`src/hw/rtl/assert_macros.svh`:
```
// ----------------------------------------------------------------------------
// Assertion macros
// Clocked assertion wrappers for the find/replace RTL; define ASSERT_OFF
// to compile them out.
// ----------------------------------------------------------------------------
`ifndef ASSERT_MACROS_SVH
`define ASSERT_MACROS_SVH
`ifndef ASSERT_OFF
`define SFR_ASSERT(lbl, prop, msg) \
    lbl: assert property (@(posedge clk) disable iff (!rst_n) prop) else $error(msg);
`define SFR_ASSERT_NEVER(lbl, expr, msg) \
    lbl: assert property (@(posedge clk) disable iff (!rst_n) !(expr)) else $error(msg);
`else
`define SFR_ASSERT(lbl, prop, msg)
`define SFR_ASSERT_NEVER(lbl, expr, msg)
`endif
`endif

```
`src/hw/rtl/sfr_pkg.sv`:
```
// ----------------------------------------------------------------------------
// sfr_pkg
// Types and constants shared by the stream find/replace block.
// ----------------------------------------------------------------------------
package sfr_pkg;

    localparam int CFG_DATA_W  = 64;
    localparam int CFG_INDEX_W = 2;

    localparam logic [7:0] NEWLINE = 8'h0A;

    typedef enum logic [CFG_INDEX_W-1:0] {
        REG_PATTERN_BYTES      = 2'd0,
        REG_PATTERN_LENGTH     = 2'd1,
        REG_REPLACEMENT_BYTES  = 2'd2,
        REG_REPLACEMENT_LENGTH = 2'd3
    } cfg_reg_t;

    // one output beat as held in the output chain
    typedef struct packed {
        logic       valid;
        logic [7:0] data;
        logic       last;
    } beat_t;

    localparam beat_t BEAT_IDLE = '{valid: 1'b0, data: 8'h00, last: 1'b0};

    typedef struct packed {
        logic upd;      // item accepted, cell takes its next value
        logic shift;    // window slides by one towards the oldest cell
        logic sel;      // incoming byte lands in this cell
        logic active;   // cell lies inside the current pattern length
    } win_ctl_t;

    typedef struct packed {
        logic load;     // new burst loaded into the chain
        logic advance;  // head beat taken, chain moves up by one
    } out_ctl_t;

endpackage

```
`src/hw/rtl/stream_find_replace.sv`:
```
// ----------------------------------------------------------------------------
// stream_find_replace
// Streaming search and replace of a byte pattern, line by line.
// ----------------------------------------------------------------------------
// Input beats (data_byte, end_of_input) enter on in_valid/in_stall, result
// beats (out_byte, last_of_run) leave on out_valid/out_stall. last_of_run
// marks the final result caused by one input beat; an input beat may cause
// none (window still filling, or match with empty replacement).
// The four registers are written on cfg_write with cfg_index/cfg_data; the user
// must write them only while the block is idle, which the block does not enforce.
// Pending bytes sit in a row of window cells that compare against the
// pattern in parallel. The results of one input beat are loaded as a burst
// into a chain of output cells, the head of which drives the output port.
// Latency: first result is valid the cycle after the input is accepted.
// Flow: an input beat is taken once the output chain is empty or is
// handing over its final beat, so a beat with results holds off the
// input until the output chain has drained them.
// Reset clears the window fill, the output chain and the registers (pattern
// length resets to one). A stall on the output freezes the chain and holds
// off the input for as long as any result beat is still waiting.
// ----------------------------------------------------------------------------
`include "assert_macros.svh"

module stream_find_replace
    import sfr_pkg::*;
#(
    parameter int MAX_PATTERN     = 8,
    parameter int MAX_REPLACEMENT = 8
)
(
    input  logic                   clk,
    input  logic                   rst_n,
    input  logic                   cfg_write,
    input  logic [CFG_INDEX_W-1:0] cfg_index,
    input  logic [CFG_DATA_W-1:0]  cfg_data,
    input  logic                   in_valid,
    output logic                   in_stall,
    input  logic [7:0]             data_byte,
    input  logic                   end_of_input,
    output logic                   out_valid,
    input  logic                   out_stall,
    output logic [7:0]             out_byte,
    output logic                   last_of_run
);

    localparam int PAT_CAP = (MAX_PATTERN < 8) ? MAX_PATTERN : 8;
    localparam int REP_CAP = (MAX_REPLACEMENT < 8) ? MAX_REPLACEMENT : 8;
    localparam int BURST   = (PAT_CAP > REP_CAP) ? PAT_CAP : REP_CAP;
    localparam int CNT_W   = $clog2(PAT_CAP + 1);
    localparam int BC_W    = $clog2(BURST + 1);

    // configuration registers
    logic [CFG_DATA_W-1:0] pattern_bytes_reg;
    logic [3:0]            pattern_length_reg;
    logic [CFG_DATA_W-1:0] replacement_bytes_reg;
    logic [3:0]            replacement_length_reg;

    always_ff @(posedge clk or negedge rst_n)
    begin
        if (!rst_n)
        begin
            pattern_bytes_reg      <= '0;
            pattern_length_reg     <= 4'd1;
            replacement_bytes_reg  <= '0;
            replacement_length_reg <= '0;
        end
        else if (cfg_write)
        begin
            unique case (cfg_reg_t'(cfg_index))
                REG_PATTERN_BYTES:      pattern_bytes_reg      <= cfg_data;
                REG_PATTERN_LENGTH:     pattern_length_reg     <= cfg_data[3:0];
                REG_REPLACEMENT_BYTES:  replacement_bytes_reg  <= cfg_data;
                REG_REPLACEMENT_LENGTH: replacement_length_reg <= cfg_data[3:0];
            endcase
        end
    end

    logic [CNT_W-1:0] plen;
    logic [BC_W-1:0]  rlen;

    always_comb
    begin
        if (pattern_length_reg == 4'd0)
        begin
            plen = CNT_W'(1);
        end
        else if (pattern_length_reg > 4'(PAT_CAP))
        begin
            plen = CNT_W'(PAT_CAP);
        end
        else
        begin
            plen = pattern_length_reg[CNT_W-1:0];
        end

        if (replacement_length_reg > 4'(REP_CAP))
        begin
            rlen = BC_W'(REP_CAP);
        end
        else
        begin
            rlen = BC_W'(replacement_length_reg);
        end
    end

    // handshake
    beat_t           chain [BURST];
    logic [BURST-1:0] valid_vec;
    logic            take;
    logic            room;
    logic            accept;

    always_comb
    begin
        for (int j = 0; j < BURST; j++)
        begin
            valid_vec[j] = chain[j].valid;
        end
    end

    assign out_valid   = chain[0].valid;
    assign out_byte    = chain[0].data;
    assign last_of_run = chain[0].last;
    assign take        = out_valid && !out_stall;
    assign room        = ((valid_vec >> 1) == '0) && (!valid_vec[0] || take);
    assign in_stall    = !room;
    assign accept      = in_valid && room;

    // window cells
    logic [CNT_W-1:0] fill_reg;
    logic [CNT_W-1:0] fill_next;
    logic [CNT_W-1:0] fill_inc;
    logic             shift;
    logic [7:0]       win_cur [PAT_CAP];
    logic [PAT_CAP-1:0] eq_vec;

    for (genvar k = 0; k < PAT_CAP; k++)
    begin : g_win
        win_ctl_t   wctl;
        logic [7:0] nb;

        assign wctl = '{upd:    accept,
                        shift:  shift,
                        sel:    (fill_reg == CNT_W'(k)),
                        active: (CNT_W'(k) < plen)};

        if (k == PAT_CAP - 1)
        begin : g_end
            assign nb = win_cur[k];
        end
        else
        begin : g_mid
            assign nb = win_cur[k+1];
        end

        sfr_win_cell u_cell (
            .clk      (clk),
            .ctl      (wctl),
            .in_byte  (data_byte),
            .nb_byte  (nb),
            .pat_byte (pattern_bytes_reg[8*k +: 8]),
            .cur_byte (win_cur[k]),
            .eq       (eq_vec[k])
        );
    end

    // decide what this beat emits and what the window keeps
    logic            flush_all;
    logic            full;
    logic            match;
    logic            src_rep;
    logic [BC_W-1:0] burst_len;

    assign fill_inc  = fill_reg + CNT_W'(1);
    assign flush_all = (data_byte == NEWLINE) || (fill_reg >= plen);
    assign full      = (fill_inc == plen);
    assign match     = &eq_vec;

    always_comb
    begin
        src_rep   = 1'b0;
        shift     = 1'b0;
        burst_len = '0;
        fill_next = '0;
        priority if (flush_all)
        begin
            burst_len = BC_W'(fill_inc);
        end
        else if (full && match)
        begin
            src_rep   = 1'b1;
            burst_len = rlen;
        end
        else if (full)
        begin
            // oldest byte out, window slides; end of input flushes the rest
            shift     = 1'b1;
            burst_len = end_of_input ? BC_W'(plen) : BC_W'(1);
            fill_next = end_of_input ? '0 : fill_reg;
        end
        else
        begin
            burst_len = end_of_input ? BC_W'(fill_inc) : '0;
            fill_next = end_of_input ? '0 : fill_inc;
        end
    end

    always_ff @(posedge clk or negedge rst_n)
    begin
        if (!rst_n)
        begin
            fill_reg <= '0;
        end
        else if (accept)
        begin
            fill_reg <= fill_next;
        end
    end

    // output chain
    out_ctl_t octl;

    assign octl = '{load: accept, advance: take};

    for (genvar j = 0; j < BURST; j++)
    begin : g_out
        beat_t      ld;
        beat_t      nb;
        logic [7:0] win_byte;

        if (j < PAT_CAP)
        begin : g_wb
            assign win_byte = win_cur[j];
        end
        else
        begin : g_nowb
            assign win_byte = 8'h00;
        end

        assign ld = '{valid: (BC_W'(j) < burst_len),
                      data:  src_rep ? replacement_bytes_reg[8*j +: 8] : win_byte,
                      last:  (BC_W'(j + 1) == burst_len)};

        if (j == BURST - 1)
        begin : g_tail
            assign nb = BEAT_IDLE;
        end
        else
        begin : g_link
            assign nb = chain[j+1];
        end

        sfr_out_cell u_cell (
            .clk       (clk),
            .rst_n     (rst_n),
            .ctl       (octl),
            .load_beat (ld),
            .nb_beat   (nb),
            .beat      (chain[j])
        );
    end

    `SFR_ASSERT_NEVER(a_fill_range, fill_reg >= CNT_W'(PAT_CAP), "window fill out of range")
    `SFR_ASSERT(a_chain_packed, !valid_vec[0] |-> (valid_vec == '0), "hole in output chain")
    `SFR_ASSERT(a_last_is_tail, (valid_vec[0] && chain[0].last) |-> ((valid_vec >> 1) == '0), "beats after last")
    `SFR_ASSERT(a_newline_out, (accept && (data_byte == NEWLINE)) |=> out_valid, "newline lost")

endmodule

```
`src/hw/rtl/sfr_win_cell.sv`:
```
// ----------------------------------------------------------------------------
// sfr_win_cell
// One window byte: holds a pending byte, compares it with its pattern byte
// and passes it to the older neighbour when the window slides.
// ----------------------------------------------------------------------------
module sfr_win_cell
    import sfr_pkg::*;
(
    input  logic       clk,
    input  win_ctl_t   ctl,
    input  logic [7:0] in_byte,
    input  logic [7:0] nb_byte,
    input  logic [7:0] pat_byte,
    output logic [7:0] cur_byte,
    output logic       eq
);

    logic [7:0] byte_reg;
    logic [7:0] byte_next;

    // view of the window with the incoming byte already in place
    assign cur_byte  = ctl.sel ? in_byte : byte_reg;
    assign eq        = !ctl.active || (cur_byte == pat_byte);
    assign byte_next = ctl.shift ? nb_byte : cur_byte;

    always_ff @(posedge clk)
    begin
        if (ctl.upd)
        begin
            byte_reg <= byte_next;
        end
    end

endmodule

```
`src/hw/rtl/sfr_out_cell.sv`:
```
// ----------------------------------------------------------------------------
// sfr_out_cell
// One stage of the output chain: loaded with a burst beat, then moves up
// towards the head each time the head beat is taken.
// ----------------------------------------------------------------------------
module sfr_out_cell
    import sfr_pkg::*;
(
    input  logic     clk,
    input  logic     rst_n,
    input  out_ctl_t ctl,
    input  beat_t    load_beat,
    input  beat_t    nb_beat,
    output beat_t    beat
);

    logic       valid_reg;
    logic [7:0] data_reg;
    logic       last_reg;

    always_ff @(posedge clk or negedge rst_n)
    begin
        if (!rst_n)
        begin
            valid_reg <= 1'b0;
        end
        else if (ctl.load)
        begin
            valid_reg <= load_beat.valid;
        end
        else if (ctl.advance)
        begin
            valid_reg <= nb_beat.valid;
        end
    end

    always_ff @(posedge clk)
    begin
        if (ctl.load)
        begin
            data_reg <= load_beat.data;
            last_reg <= load_beat.last;
        end
        else if (ctl.advance)
        begin
            data_reg <= nb_beat.data;
            last_reg <= nb_beat.last;
        end
    end

    assign beat = '{valid: valid_reg, data: data_reg, last: last_reg};

endmodule

```
`config.mk`:
```
export PLATFORM = sky130hd
export DESIGN_NAME = stream_find_replace
export DESIGN_NICKNAME = d
export VERILOG_FILES = /design/src/hw/rtl/sfr_pkg.sv /design/src/hw/rtl/stream_find_replace.sv /design/src/hw/rtl/sfr_win_cell.sv /design/src/hw/rtl/sfr_out_cell.sv
export VERILOG_INCLUDE_DIRS = /design/src /design/src/hw/rtl
export SDC_FILE = /design/constraint.sdc
export NUM_CORES = 1
export LEC_CHECK = 0
export BUFFER_PORTS_ARGS = -buffer_cell sky130_fd_sc_hd__buf_2
export CAP_MARGIN = 10
export CORE_ASPECT_RATIO = 0.75
export CORE_MARGIN = 2
export CORE_UTILIZATION = 66
export DETAILED_ROUTE_END_ITERATION = 8
export GPL_TIMING_DRIVEN = 0
export HOLD_SLACK_MARGIN = 0.06
export PLACE_DENSITY = 0.85
export SKIP_CTS_REPAIR_TIMING = 1
export SLEW_MARGIN = 20
export SYNTH_ARGS = -nofsm -noshare
export SYNTH_HDL_FRONTEND = slang
export SYNTH_SLANG_ARGS = --single-unit
```
`constraint.sdc`:
```
create_clock -name clk -period 6.2 [get_ports clk]
set_input_delay 1.24 -clock clk [delete_from_list [all_inputs] [get_ports clk]]
set_output_delay 1.24 -clock clk [all_outputs]
set_load 0.1 [all_outputs]
```
==> results of run 1 <==
==> worst max-delay path: cells and delay by family <==
| family | cells | cell delay (ns) |
|---|---|---|
| mux | 1 | 0.33 |
| buf+inv | 5 | 2.09 |
| simple gates | 4 | 1.40 |
| compound gates | 2 | 0.75 |
| xor+xnor | 1 | 0.23 |
==> routing by layer <==
| metal | global-route usage | part of all wire | routed length [um] | up-vias |
|---|---|---|---|---|
| li1 | - | - | - | 4730 |
| met1 | 0.527 | 0.40 | 16600 | 5418 |
| met2 | 0.563 | 0.44 | 18100 | 837 |
| met3 | 0.0868 | 0.13 | 5260 | 121 |
| met4 | 0.140 | 0.041 | 1690 | 2 |
| met5 | 0.0146 | 0.0011 | 46 | - |
==> worst max-delay path by stage <==
| stage | from | to | slack, ns | cells past startpoint |
|---|---|---|---|---|
| 2_1_floorplan | out_stall | g_out[5].u_cell.valid_reg$_DFFE_PN0P_ | 1.41 | 8 |
| 3_3_place_gp | data_byte[4] | g_out[0].u_cell.data_reg[5]$_DFFE_PP_ | 0.40 | 13 |
| 3_5_place_dp | data_byte[4] | g_out[0].u_cell.data_reg[5]$_DFFE_PP_ | 0.34 | 13 |
| 4_1_cts | data_byte[4] | g_out[0].u_cell.data_reg[5]$_DFFE_PP_ | 0.83 | 13 |
| 5_1_grt | data_byte[4] | g_out[0].u_cell.data_reg[5]$_DFFE_PP_ | 0.58 | 13 |
| 6_report | data_byte[4] | g_out[0].u_cell.data_reg[5]$_DFFE_PP_ | 0.55 | 13 |
==> Yosys cell counts (19+ instances only) <==
library cell,count
nand2_1,122
buf_2,19
dfrtp_1,147
a21o_1,22
a211oi_1,31
xor2_1,26
mux2_2,117
clkbuf_1,48
a21oi_1,19
nor2_1,68
mux2i_1,109
inv_1,56
o21ai_0,112
xnor2_1,22
o22ai_1,25
edfxtp_1,136
==> cells by family after synthesis <==
kind of cell | after synthesis | share of synthesized area
flip-flops | 284 | 0.548
AO/OA/AOI/OAI | 266 | 0.120
AND/OR/NAND/NOR | 265 | 0.0864
multiplexers | 228 | 0.171
buffers and inverters | 131 | 0.0373
XOR/XNOR | 48 | 0.0296
adder cells (fa/ha/maj) | 8 | 0.00704
==> power breakdown <==
group,total (mW),internal (mW),leakage [nW],switching (mW)
clock network,1.77,1.03,0.473,0.745
logic,1.55,0.591,3.20,0.962
registers,2.56,2.35,3.00,0.211
==> cell type report <==
| class | count | area, um2 | share of cell area |
|---|---|---|---|
| plain buffers | 74 | 317 | 0.0197 |
| clock buffers | 34 | 786 | 0.0490 |
| clock inverters | 16 | 169 | 0.0105 |
| inverters | 57 | 221 | 0.0138 |
| multi-input cells | 815 | 5890 | 0.368 |
| flip-flops and latches | 284 | 7790 | 0.486 |
| well taps | 288 | 360 | 0.0225 |
| repair buffers | 88 | 495 | 0.0309 |
==> layout by cell type, fill, tap and decap left out, types with 8 or more instances in the layout <==
master and count:
xnor2_1 22, nor2_1 68, a211oi_1 31, o21ai_0 112, a21o_1 22, nand2b_1 14, inv_1 55, edfxtp_1 136
xor2_1 26, dfrtp_1 147, nor3_1 8, o22ai_1 25, nand3_1 11, ha_1 8, a21oi_1 19, clkbuf_16 30
mux2_2 117, buf_2 104, clkbuf_1 50, mux2i_1 109, nand2_1 122
==> through the flow <==
step,power [mW],util,area (um2),hold WS (ns)
floorplan,3.60,-,14200,0.470
global placement,4.02,0.710,15000,0.484
detailed placement,4.07,0.714,15100,0.489
CTS,5.84,0.759,16000,0.503
global route,6.08,0.759,16000,0.512
finish,5.89,0.759,16000,0.500
==> results.txt, run 1 <==
status -> completed
Tmin final -> 5.65 ns
Clock Sinks -> 284
Initial DRC Count -> 1536
P&R area growth vs syn -> 12.8%
commonest register cell after synthesis -> dfrtp_1
final hold violation count -> 0
DR vias -> 11100
initial antenna violation count -> 0
synthesized cell area -> 14200 um2
Final Max Tran Viols -> 0
EDFF count, synth -> 136
TritonCTS clock tree -> done
die height -> 131 um
Synth Area per Inst -> 11.6 um2
PwrDens -> 367 nW/um2
GRT overflow -> 0
Layout Nets -> 1435
routed len/inst -> 25.2 um
vias in the first global route -> 10600
clock skew -> 0.0104 ns
share of the synthesized area in the top cell type -> 0.287
Max Freq -> 177 MHz
reg2reg setup slack -> 0.74 ns
#FFs+latches synth -> 284
final setup vio count -> 0
Setup TNS -> 0 ns
drt via density -> 6.71
top cells by area, synth -> edfxtp_1, dfrtp_1, mux2_2
Max-slew headroom -> 0.242
pin count of the biggest net entering global routing -> 88
Total Wirelength -> 41.7 mm
Hold Crit Class -> flop to flop
Post-Layout Cell Count -> 1656
Largest stage delay, worst path -> 0.80 ns
# diodes -> 0
required time of the critical path -> 6.61 ns
Hold Path End -> replacement_bytes_reg[33]$_DFFE_PN0P_
DR pass1 iterations -> 6
synthesized instance count -> 1230
Rows -> 46
Clock Path Buffers -> 3
Reg2Reg Launch Point -> fill_reg[1]$_DFFE_PN0P_
reg-to-reg endpoint -> g_out[0].u_cell.data_reg[5]$_DFFE_PP_
Worst path slowest cell -> clkbuf_1
total CTS buffers -> 27
Final Wtd Congestion -> 0.951
pre-CTS WS -> 0.339 ns
Worst setup SP type -> input pin
port bufs -> 86
Post-Syn Nets -> 1318
GRT Total Usage -> 0.370
final period utilization -> 0.912
I/O pin count -> 91
clk_lat worst skew -> 0.54 ns
# DRC -> 0
Worst path most repeated cell -> buf_2
CP arrival -> 6.06 ns
CP max FO -> 10
Routed Antenna Nets -> 0
Worst-Margin Slew -> 1.13 ns
Peak supply drop -> 0.203 mV
first-pass GRT wire length -> 63.2 mm
FFs w/ async S/R, synth -> 0.521
hold_sp -> replacement_bytes_reg[33]$_DFFE_PN0P_
hpwl dp -> 29.2 mm
Die ar. -> 22700 um2
Root Buffer -> clkbuf_16
leading area contributor after synthesis -> edfxtp_1
RSZ-0062 raised after global routing -> no
register area share after synthesis -> 0.548
H-tree depth -> 1
total core area -> 21100 um2
nature of the critical path endpoint -> flop
Starting Density -> 0.673
Netlist cell types -> 68
maximum capacitance violations -> 0
slack of the critical path -> 0.547 ns
share of layout cells above drive strength 1 -> 0.211
Lkg Pwr -> 6.68 nW
Die Width -> 173 um
YS warnings -> 0
hold path cells -> 1
# placed instances -> 1606
R2R depth -> 15
critical path class -> input pin to flop
cell breakdown of the critical path -> clkbuf_1, clkbuf_1, mux2i_1, xnor2_1, nor3_1, nand4_1, or4_4, or3_1, buf_2, buf_2, buf_2, a211oi_1, a21o_1
clock-pin slew on the worst setup and hold paths -> 0.06 ns
fillers -> 1430
No activity file was read; power rests on OpenSTA's default activity.
==> run 2, diff against run 1 <==
--- a/config.mk
+++ b/config.mk
@@ -9,7 +9,6 @@
 export BUFFER_PORTS_ARGS = -buffer_cell sky130_fd_sc_hd__buf_2
 export CAP_MARGIN = 10
 export CORE_ASPECT_RATIO = 0.75
-export CORE_MARGIN = 2
 export CORE_UTILIZATION = 66
 export DETAILED_ROUTE_END_ITERATION = 8
 export GPL_TIMING_DRIVEN = 0
==> results.txt, run 2 (synthesized netlist as in run 1, its figures left out) <==
status -> completed
Root Buffer -> clkbuf_16
multi-input logic area -> 5890 um2
slack of the critical path -> 0.678 ns
critical path class -> input pin to flop
Comb pwr share -> 0.259
GRT overflow -> 0
H-tree depth -> 1
clock share of power -> 0.315
nature of the critical path endpoint -> flop
first-pass GRT wire length -> 61.3 mm
PwrDens -> 373 nW/um2
most frequent cells in the layout -> dfrtp_1, edfxtp_1, nand2_1
final hold violation count -> 0
Routed Antenna Nets -> 0
clk_lat worst skew -> 0.56 ns
Flop pwr share -> 0.426
Initial DRC Count -> 1546
share of layout cells above drive strength 1 -> 0.212
Worst-Margin Slew -> 1.20 ns
# DRC -> 0
Tmin final -> 5.52 ns
final period utilization -> 0.891
DR vias -> 11000
Final Wtd Congestion -> 0.979
Clock Sinks -> 284
Die Width -> 171 um
maximum capacitance violations -> 0
Max Freq -> 181 MHz
vias in the first global route -> 10300
Worst setup SP type -> input pin
die height -> 129 um
clock skew -> 0.0164 ns
DR pass1 iterations -> 7
Rows -> 46
CP max FO -> 10
# placed instances -> 1606
total core area -> 21100 um2
Clock Path Buffers -> 3
I/O pin count -> 91
Post-Layout Cell Count -> 1658
pre-CTS WS -> 0.421 ns
Die ar. -> 22100 um2
Hold Crit Class -> flop to flop
drt via density -> 6.63
routed len/inst -> 24.9 um
Total Wirelength -> 41.2 mm
TritonCTS clock tree -> done
final setup vio count -> 0
Register Area -> 7790 um2
Lkg Pwr -> 6.72 nW
clock-pin slew on the worst setup and hold paths -> 0.06 ns
fillers -> 1385
Final Max Tran Viols -> 0
# diodes -> 0
Int Power -> 4.08 mW
pin count of the biggest net entering global routing -> 76
total CTS buffers -> 28
P&R area growth vs syn -> 13.4%
Peak supply drop -> 0.292 mV
commonest non-fill, non-tap cell in the layout -> dfrtp_1
RSZ-0062 raised after global routing -> no
GRT Total Usage -> 0.378
net switching power -> 1.93 mW
Max-slew headroom -> 0.198
Setup TNS -> 0 ns
initial antenna violation count -> 0
Layout Nets -> 1436
required time of the critical path -> 6.62 ns
hpwl dp -> 28.9 mm
CP arrival -> 5.95 ns
Starting Density -> 0.673
port bufs -> 86
switching share of total power -> 0.321
run 2: cell types whose count changed in the layout (fill, tap and decap cells not counted):
cell,change
clkbuf_1,+1
clkbuf_16,+2
clkbuf_8,+5
clkinv_1,-1
clkinv_2,-1
clkinv_4,-2
clkinvlp_4,-1
inv_4,-1
run 2: power groups by stage:
| stage | Combinational [mW] | Clock [mW] | Sequential (mW) |
|---|---|---|---|
| after floorplan | 1.03 | 0 | 2.57 |
| after global placement | 1.44 | 0 | 2.58 |
| after detailed placement | 1.49 | 0 | 2.58 |
| after CTS | 1.51 | 1.89 | 2.55 |
| after global routing | 1.65 | 1.96 | 2.58 |
| final | 1.55 | 1.89 | 2.56 |
run 2: layout make-up:
type                    instances  area share
flip-flops and latches        284       0.483
multi-input cells             815       0.366
clock buffers                  42      0.0564
repair buffers                 88      0.0308
well taps                     288      0.0224
plain buffers                  74      0.0196
inverters                      57      0.0137
clock inverters                10     0.00800
run 2: layer usage:
metal	GRT usage	up-vias	share of wire	wire, um
met5	0	-	0	0
met4	0.146	0	0.040	1670
met3	0.101	125	0.12	5040
met2	0.547	742	0.43	17600
met1	0.549	5398	0.41	17000
li1	-	4730	-	-
run 2: worst paths after layout:
kind	cells past startpoint	to	slack (ns)	from
hold / removal	1	replacement_bytes_reg[41]$_DFFE_PN0P_	0.50	replacement_bytes_reg[41]$_DFFE_PN0P_
setup / recovery	13	g_out[0].u_cell.data_reg[5]$_DFFE_PP_	0.68	data_byte[4]
setup reg to reg	14	g_out[0].u_cell.data_reg[5]$_DFFE_PP_	0.81	fill_reg[0]$_DFFE_PN0P_
max in group asynchronous	2	pattern_bytes_reg[24]$_DFFE_PN0P_	4.78	rst_n
hold reg to reg	1	replacement_bytes_reg[41]$_DFFE_PN0P_	0.50	replacement_bytes_reg[41]$_DFFE_PN0P_
min in group asynchronous	1	g_out[4].u_cell.valid_reg$_DFFE_PN0P_	0.62	rst_n
run 2: critical path: stages:
cell and delay [ns]:
clkbuf_1 0.56, clkbuf_1 0.82, mux2i_1 0.30, xnor2_1 0.20, nor3_1 0.22, nand4_1 0.21, or4_4 0.56, or3_1 0.35
buf_2 0.18, buf_2 0.25, buf_2 0.27, a211oi_1 0.62, a21o_1 0.14
run 2: through the flow:
| stage | instance area, um2 | hold WS (ns) | util | power [mW] |
|---|---|---|---|---|
| floorplan | 14200 | 0.470 | - | 3.60 |
| CTS | 16100 | 0.504 | 0.763 | 5.95 |
| global placement | 15000 | 0.484 | 0.710 | 4.02 |
| detailed placement | 15100 | 0.490 | 0.714 | 4.07 |
| global route | 16100 | 0.520 | 0.763 | 6.19 |
| finish | 16100 | 0.503 | 0.763 | 6.00 |
==> run 3, diff against run 2 <==
--- a/config.mk
+++ b/config.mk
@@ -6,14 +6,14 @@
 export SDC_FILE = /design/constraint.sdc
 export NUM_CORES = 1
 export LEC_CHECK = 0
-export BUFFER_PORTS_ARGS = -buffer_cell sky130_fd_sc_hd__buf_2
 export CAP_MARGIN = 10
 export CORE_ASPECT_RATIO = 0.75
-export CORE_UTILIZATION = 66
+export CORE_UTILIZATION = 69
 export DETAILED_ROUTE_END_ITERATION = 8
+export DONT_BUFFER_PORTS = 1
 export GPL_TIMING_DRIVEN = 0
 export HOLD_SLACK_MARGIN = 0.06
-export PLACE_DENSITY = 0.85
+export PLACE_DENSITY = 0.84
 export SKIP_CTS_REPAIR_TIMING = 1
 export SLEW_MARGIN = 20
 export SYNTH_ARGS = -nofsm -noshare
==> constraint.sdc (replaced) <==
create_clock -name clk -period 6.2 [get_ports clk]
set_input_delay 0.62 -clock clk [delete_from_list [all_inputs] [get_ports clk]]
set_output_delay 0.62 -clock clk [all_outputs]
set_load 0.1 [all_outputs]
==> results.txt, run 3 (synthesized netlist as in run 1, its figures left out) <==
status -> completed
Post-DP Area -> 14600 um2
Tmin final -> 5.26 ns
routed len/inst -> 26.9 um
total core area -> 20200 um2
hpwl dp -> 28.5 mm
RSZ-0062 raised after global routing -> no
# DRC -> 0
Setup TNS -> 0 ns
clock-pin slew on the worst setup and hold paths -> 0.07 ns
Peak supply drop -> 0.277 mV
GRT Total Usage -> 0.400
CP max FO -> 10
die height -> 126 um
TritonCTS clock tree -> done
pin count of the biggest net entering global routing -> 149
Die ar. -> 21200 um2
# diodes -> 0
Max-slew headroom -> 0.242
critical path class -> flop to flop
drt via density -> 6.89
I/O pin count -> 91
Total Wirelength -> 41.4 mm
nature of the critical path endpoint -> flop
fin area -> 15500 um2
DR vias -> 10600
Lkg Pwr -> 6.29 nW
final period utilization -> 0.848
fillers -> 1326
Root Buffer -> clkbuf_16
DR pass1 iterations -> 6
worst setup path start -> fill_reg[1]$_DFFE_PN0P_
pre-CTS WS -> 1.01 ns
Final Wtd Congestion -> 0.993
total CTS buffers -> 27
first-pass GRT wire length -> 62.2 mm
clk_lat worst skew -> 0.55 ns
clock skew -> 0.0204 ns
Max Freq -> 190 MHz
maximum capacitance violations -> 0
Die Width -> 168 um
Reg2Reg Launch Point -> fill_reg[1]$_DFFE_PN0P_
Initial DRC Count -> 1474
Final Power -> 5.72 mW
Layout Nets -> 1349
most frequent cells in the layout -> dfrtp_1, edfxtp_1, nand2_1
final setup vio count -> 0
vias in the first global route -> 10400
final hold violation count -> 0
Routed Antenna Nets -> 0
hold_ws -> 0.0733 ns
Rows -> 45
CP arrival -> 5.51 ns
commonest non-fill, non-tap cell in the layout -> dfrtp_1
Clock Sinks -> 284
PwrDens -> 370 nW/um2
slack of the critical path -> 0.941 ns
GRT overflow -> 0
Hold Crit Class -> input pin to async pin
Worst-Margin Slew -> 1.13 ns
Starting Density -> 0.703
H-tree depth -> 1
share of layout cells above drive strength 1 -> 0.155
P&R area growth vs syn -> 8.82%
Final Max Tran Viols -> 0
Clock Path Buffers -> 3
initial antenna violation count -> 0
port bufs -> 0
Worst setup SP type -> flop
required time of the critical path -> 6.45 ns
## run 3: changes by cell type in the layout (fill, tap and decap cells not counted), sizes merged
cell / change
clkinvlp: +2
inv: -1
clkbuf: -12
buf: -86
clkinv: +9
## run 3: final timing paths
path / to / slack, ns / cells past startpoint
worst max-delay path: g_win[1].u_cell.byte_reg[0]$_DFFE_PP_ / 0.94 / 13
worst min-delay path: replacement_bytes_reg[8]$_DFFE_PN0P_ / 0.07 / 1
worst max register to register: g_win[1].u_cell.byte_reg[0]$_DFFE_PP_ / 0.94 / 13
worst min register to register: replacement_bytes_reg[43]$_DFFE_PN0P_ / 0.50 / 1
max in group asynchronous: replacement_bytes_reg[42]$_DFFE_PN0P_ / 5.55 / 1
min in group clk: pattern_bytes_reg[51]$_DFFE_PN0P_ / 0.19 / 2
## run 3: area by class of cell
type                    instances  area, um2  share of cell area
clock buffers                  30        687              0.0444
plain buffers                  74        317              0.0205
well taps                     258        323              0.0209
inverters                      57        221              0.0143
multi-input cells             815       5890               0.381
flip-flops and latches        284       7790               0.504
clock inverters                20        181              0.0117
repair buffers                  2       55.1             0.00356
## run 3: stage by stage
step / instances / utilization
after floorplan: 1230 / -
after global placement: 1488 / 0.719
after detailed placement: 1489 / 0.721
after CTS: 1539 / 0.764
after global routing: 1540 / 0.765
final: 1540 / 0.765
## run 3: critical path, stage by stage (launching register included)
cell and delay (ns):
dfrtp_1 0.47, inv_1 0.12, ha_1 0.17, nor3b_1 0.36
buf_2 0.34, mux2i_1 0.55, xor2_1 0.21, o2111ai_1 0.13
or3_1 0.39, a2111oi_0 0.98, a21oi_1 0.32, clkbuf_1 0.40
buf_2 0.35, mux2i_1 0.17
## run 3: routing by layer
metal | GRT usage | up-vias | share of wire
li1 | - | 4545 | -
met5 | 0 | - | 0
met2 | 0.561 | 759 | 0.42
met3 | 0.154 | 113 | 0.14
met4 | 0.155 | 0 | 0.040
met1 | 0.564 | 5186 | 0.40
## run 3: where the power goes
group	internal, mW	leakage (nW)	switching [mW]
registers	2.35	3.00	0.271
clock network	0.925	0.427	0.740
logic	0.567	2.86	0.872
total	3.84	6.29	1.88
